`src/sv/assert_macros.svh`:
```
// Assertion helpers used by the RTL (dtq_back).
`ifndef ASSERT_MACROS_SVH
`define ASSERT_MACROS_SVH

// Check that cons holds in the same cycle whenever ante holds.
`define ASSERT_IMP(label, clk, rst, ante, cons) \
  label: assert property (@(posedge clk) disable iff (rst) (ante) |-> (cons)) \
    else $error("assertion failed");

// Check that cons holds in the cycle after ante.
`define ASSERT_NEXT(label, clk, rst, ante, cons) \
  label: assert property (@(posedge clk) disable iff (rst) (ante) |=> (cons)) \
    else $error("assertion failed");

`endif

```
`src/sv/dtq_pkg.sv`:
```
`default_nettype none
package dtq_pkg;
  localparam int NUM_TIMERS = 16;
  localparam int ID_W       = 4;
  localparam int TIME_W     = 32;
  localparam int SEQ_W      = 32;
  localparam int CNT_W      = 5;

  localparam logic [1:0] MODE_TICK  = 2'd0;
  localparam logic [1:0] MODE_START = 2'd1;
  localparam logic [1:0] MODE_STOP  = 2'd2;

  typedef enum logic [1:0] {OP_TICK, OP_START, OP_STOP} op_t;
  typedef enum logic [1:0] {ST_IDLE, ST_PREP, ST_RANK, ST_EMIT} state_t;

  typedef struct packed {
    op_t               op;
    logic [ID_W-1:0]   id;
    logic [TIME_W-1:0] timeout;
    logic              periodic;
  } cmd_t;

  typedef struct packed {
    logic            valid;
    cmd_t            cmd;
  } cmd_link_t;

  typedef struct packed {
    logic [ID_W-1:0] id;
    logic            per;
    logic            last;
  } res_t;

  // Order-preserving key of the signed distance to the deadline.
  function automatic logic [TIME_W-1:0] due_key(input logic [TIME_W-1:0] dl,
                                                input logic [TIME_W-1:0] now);
    logic [TIME_W-1:0] d;
    d = dl - now;
    return {~d[TIME_W-1], d[TIME_W-2:0]};
  endfunction
endpackage
`default_nettype wire

```
`src/sv/dtq_front.sv`:
```
`default_nettype none
module dtq_front (
  input  wire logic                       clk,
  input  wire logic                       rst,
  input  wire logic                       push,
  output logic                            full,
  input  wire logic [1:0]                 mode,
  input  wire logic [dtq_pkg::ID_W-1:0]   timer_id,
  input  wire logic [dtq_pkg::TIME_W-1:0] timeout,
  input  wire logic                       periodic,
  output dtq_pkg::cmd_link_t              link,
  input  wire logic                       link_pop
);
  import dtq_pkg::*;

  cmd_t       mem [2];
  logic       wptr, rptr;
  logic [1:0] count;
  logic       keep;
  cmd_t       cls;
  logic       wr, rd;

  // Classify: drop unknown modes at the door.
  always_comb begin
    keep = 1'b1;
    cls.id = timer_id;
    cls.timeout = timeout;
    cls.periodic = periodic;
    unique case (mode)
      MODE_TICK:  cls.op = OP_TICK;
      MODE_START: cls.op = OP_START;
      MODE_STOP:  cls.op = OP_STOP;
      default: begin
        cls.op = OP_TICK;
        keep = 1'b0;
      end
    endcase
  end

  assign full = (count == 2'd2);
  assign wr = push && !full && keep;
  assign rd = link_pop && (count != 2'd0);
  assign link.valid = (count != 2'd0);
  assign link.cmd = mem[rptr];

  always_ff @(posedge clk) begin
    if (wr) begin
      mem[wptr] <= cls;
    end
  end

  always_ff @(posedge clk) begin
    if (rst) begin
      wptr <= 1'b0;
      rptr <= 1'b0;
      count <= 2'd0;
    end else begin
      if (wr) wptr <= ~wptr;
      if (rd) rptr <= ~rptr;
      count <= count + {1'b0, wr} - {1'b0, rd};
    end
  end
endmodule
`default_nettype wire

```
`config.mk`:
```
export PLATFORM = sky130hd
export DESIGN_NAME = dtq_front
export DESIGN_NICKNAME = d
export VERILOG_FILES = /design/src/sv/assert_macros.svh /design/src/sv/dtq_pkg.sv /design/src/sv/dtq_front.sv
export SDC_FILE = /design/constraint.sdc
export NUM_CORES = 1
export LEC_CHECK = 0
export ABC_AREA = 1
export BUFFER_PORTS_ARGS = -buffer_cell sky130_fd_sc_hd__buf_2
export CORE_ASPECT_RATIO = 1.75
export CORE_MARGIN = 2
export CORE_UTILIZATION = 45
export CTS_CLUSTER_SIZE = 24
export DETAILED_ROUTE_END_ITERATION = 8
export PLACE_DENSITY = 0.76
export SYNTH_ARGS = -nofsm -noshare
export SYNTH_HDL_FRONTEND = slang
export SYNTH_SLANG_ARGS = --single-unit
```
`constraint.sdc`:
```
create_clock -name clk -period 3.1 [get_ports clk]
set_input_delay 0.155 -clock clk [delete_from_list [all_inputs] [get_ports clk]]
set_output_delay 0.155 -clock clk [all_outputs]
set_load 0.05 [all_outputs]
```
**Word-level counts from Yosys, hierarchy flattened**

Memories as Yosys holds them, arrays and structs flattened. A register that Yosys moved wholly into a read port is not among the register bits.
Index checks and enable logic that the tools add are counted.

- Div/mod/pow operators: 0
- Equal/unequal tests: 3
- Bitwise operators: 2
- Shift-type cells: 0
- $add $sub $neg: 2
- Reduce and logical (&&, ||, !) cells: 7
- Multipliers: 0
- Multiplexer cells: 6
- $lt $le $gt $ge: 0

Operators with widths:

| cell | number |
|---|---|
| $mux 1 | 5 |
| $eq 2x2->1 const B | 2 |
| $pmux 2 s2 | 1 |
| $logic_and 1x1->1 | 3 |
| $reduce_or 3->1 | 1 |
| $add 2x1->2 | 1 |
| $eq 2x1->1 const B | 1 |
| $logic_not 2->1 | 1 |
| $not 1->1 | 2 |
| $reduce_bool 2->1 | 1 |
| $sub 2x1->2 | 1 |
| $logic_not 1->1 | 1 |

- Bits in read-only memories: 0
- Word-level logic and storage cells: 24
- Memories: 1
- Flip-flop bits (word level): 4
- Bits in latches: 0
- Memory bits (writable): 78

Memories:

| name | depth | width | read ports | clocked after memory_dff | write ports | line | RTL |
|---|---|---|---|---|---|---|---|
| mem | 2 | 39 | 1 | 1 | 1 | dtq_front.sv:16 | `cmd_t mem [2];` |

**Longest topological paths before layout**

- Depth after elaboration: 6
- Gate-level depth with buffers: 12
- Gate-level depth less buffers: 12

**Worst setup path after synthesis**

OpenSTA, ideal clock, no wires.

- Path kind: flip-flop to flip-flop
- Start: register count[1]
- End: memory mem[0][0] in the netlist's numbering (enable)
- Library setup time: 435 ps
- Stages on the path, launching flop included: 6
- Setup slack: 152 ps
- Period minus slack after synthesis: 2948 ps
- Data arrival time: 2513 ps
- Path buffers: 0
- Cell sequence: dfxtp_1 -> inv_1 -> nor2_1 -> nor2_1 -> inv_1 -> nor2_1

- Word-level cells in the longest chain between the ends: 6

RTL lines:

| what | line | RTL |
|---|---|---|
| from (decl) | dtq_front.sv:18 | `logic [1:0] count;` |
| from (signal assigned) | dtq_front.sv:60 | `count <= count + {1'b0, wr} - {1'b0, rd};` |
| $eq 2x2->1 | dtq_front.sv:40 | `assign full = (count == 2'd2);` |
| net full | dtq_front.sv:6 | `output logic full,` |
| $logic_not 1->1 | dtq_front.sv:41 | `assign wr = push && !full && keep;` |
| $logic_and 1x1->1 (2 in series) | dtq_front.sv:41 |  |
| $mux 1 | dtq_front.sv:47 | `if (wr) begin` |
| $mux 1 (implied by the code) | dtq_front.sv:48 | `mem[wptr] <= cls;` |
| to (decl) | dtq_front.sv:16 |  |

The timed path passes the listed nets, and every way through them passes these cells.

==> flow_summary_export.csv <==
group,metric,value,unit
run_status,status,"completed",
yosys,syn_avg_cell_area,19.0,um^2
finish,area_growth,26.2,%
power_and_ir_drop,p_int,2390,uW
routing,post-route-drc-count,0,
placement,placed_cell_area,0.00364,mm^2
clocking,numCtsBuffers,9,
global_routing,grt_max_degree,40,
placement,hpwl,3720,um
yosys,syn-instance-count,165,
power_and_ir_drop,powerDensity,916,mW/mm^2
floorplan,start_util,46.0,%
timing,fin_ws,0.981,ns
yosys,synthesis.area,0.00313,mm^2
worst_setup_path,end_kind,"output port",
placement,port_buffers,83,
timing,slew_violations,0,
yosys,yosys-top-cells-area,"edfxtp_1 75%, mux2_2 10%, mux2_4 4.8%",
global_routing,grt_overflow,0,
timing,slew_headroom,33.9,%
timing,post-route-min-period,2.12,ns
worst_setup_path,arrival,1.96,ns
timing,worst_pin_slew,0.991,ns
placement,gp_congestion,0.708,
yosys,synth_top_area_share,74.7,%
clocking,cts_tree,"built",
clocking,root_buffer,"clkbuf_16",
timing,clock.fmax,472,MHz
power_and_ir_drop,swShare,33.9,%
timing,finalHoldViolations,0,
yosys,ys_seq_area_share,77.9,%
power_and_ir_drop,power_leakage,0.00156,uW
run,drv_cap,0,
finish,drive_gt1_share,53.2,%
floorplan,die_h,114,um
global_routing,grt_pass1_wl,8030,um
finish,layout_common_cells,"83 x buf_2, 78 x edfxtp_1, 29 x mux2_2",
yosys,ys_warn_count,0,
power_and_ir_drop,p_comb_share,29.5,%
finish,fin_area,0.00396,mm^2
floorplan,io-pin-count,84,
yosys,synthesis.nets,210,
timing,setup_viol,0,
global_routing,antenna_found_initial,0,
clocking,post_cts_resized,0,
yosys,ys_ff_latch,83,
worst_setup_path,critPathRequiredTime,2.94,ns
yosys,synthDistinctLibCells,15,
timing,rsz0062_at_grt,"false",
routing,antenna_left,0,
routing,totalWireLength,5370,um
routing,wl_per_cell,15.5,um
timing,fin_tns_setup,0,ns
clocking,worstSkewPairLatency,0.33,ns
routing,drt_iter0_markers,40,
timing,post-route-period-util,68.4,%
routing,vias,1648,
clocking,h-tree-depth,3,
worst_setup_path,crit_type,"flop to output port",
floorplan,core,0.00681,mm^2
global_routing,grt_usage,15.2,%
power_and_ir_drop,p_seq_share,40.7,%
floorplan,dieArea,0.00767,mm^2
routing,firstDrtPassIters,4,
power_and_ir_drop,max-vdd-ir-drop,657,uV
yosys,synth_top_cell_by_area,"edfxtp_1",
clocking,cts_sinks,83,
finish,layout_commonest_cell,"buf_2",
timing,finalClockSkew,0.00455,ns
power_and_ir_drop,switching_power,1230,uW
floorplan,rows,40,
routing,viasPerCell,4.75,
clocking,cts_max_path_buffers,2,
hold_path,holdCritPathClass,"input port to flop",
worst_setup_path,crit_fanout,39,
finish,utilization,58.1,%
finish,nNetsFinal,303,
power_and_ir_drop,power.share.clock,29.7,%
clocking,clk_pin_slew_worst_paths,0.06,ns
finish,antenna_cells,0,
worst_setup_path,crit_path_start_kind,"flop",
floorplan,die_w,67.1,um
placement,pre_cts_ws,1.28,ns
global_routing,grt_pass1_vias,1697,
==> per-stage QoR <==
step                      power (uW)  cells  hold WS [ns]
after floorplan                 2360    165         0.226
after global placement          2570    330         0.329
after detailed placement        2580    330         0.336
after CTS                       3660    347       0.00221
after global routing            3770    347       0.00132
final                           3620    347        0.0111
==> state kept, by name, indices dropped and copies added (netlist names), named ones only <==
name,count
mem,78
wptr,1
count,2
rptr,1
==> path summary, 6_finish.rpt <==
check	endpoint	depth (start not counted)	from	slack [ns]
max	link[21]	2	flop	0.98
min	mem[0][34]	1	timer_id[1]	0.01
min reg2reg	rptr	2	rptr	0.50
max reg2reg	count[1]	11	count[1]	1.44
==> worst max-delay path, stage by stage (launching register included) <==
cell	delay, ns
dfxtp_2	0.98
mux2_2	0.43
buf_2	0.21
==> metal layers <==
layer / vias to the layer above / track usage, % / wire [um]
met5: - / 0 / 0
met4: 0 / 9.39 / 125
met3: 7 / 3.93 / 206
met2: 39 / 27.0 / 3130
met1: 794 / 15.2 / 1910
li1: 808 / - / -
==> area by class of cell <==
type                    instances  area (um^2)
repair buffers                 86          440
clock buffers                   9          225
flip-flops and latches         83         2440
multi-input cells              67          617
inverters                      11         41.3
clock inverters                 7         82.6
fillers                       580         2850
well taps                      84          105
==> power groups by stage <==
stage | logic, uW | clock network (uW) | registers, uW
2_1_floorplan | 932 | 0 | 1430
3_3_place_gp | 1070 | 0 | 1500
3_5_place_dp | 1080 | 0 | 1500
4_1_cts | 1080 | 1100 | 1480
5_1_grt | 1130 | 1150 | 1490
6_report | 1070 | 1080 | 1480
==> repair_timing <==
action / in CTS / in global routing
setup endpoints to repair: 0 / 0
setup buffers: 0 / 0
hold endpoints to repair: 1 / 0
hold buffers: 1 / 0
==> synth_stat cells, drive strengths merged <==
cell    number
nand4        1
mux2        39
dfxtp        5
ha           2
o21a         1
edfxtp      78
nand3        2
inv         11
nand2        9
a21oi        1
buf          4
nor2        12
==> kinds of logic (layout without fill, tap and decap cells) <==
| group | count (synthesis) | after routing | synth area share, % |
|---|---|---|---|
| buffers and inverters | 15 | 113 | 2.63 |
| AO/OA/AOI/OAI | 2 | 2 | 0.399 |
| flip-flops | 83 | 83 | 77.9 |
| AND/OR/NAND/NOR | 24 | 24 | 3.03 |
| adder cells (fa/ha/maj) | 2 | 2 | 0.798 |
| multiplexers | 39 | 39 | 15.2 |
Power figures use the tool's default switching activity.
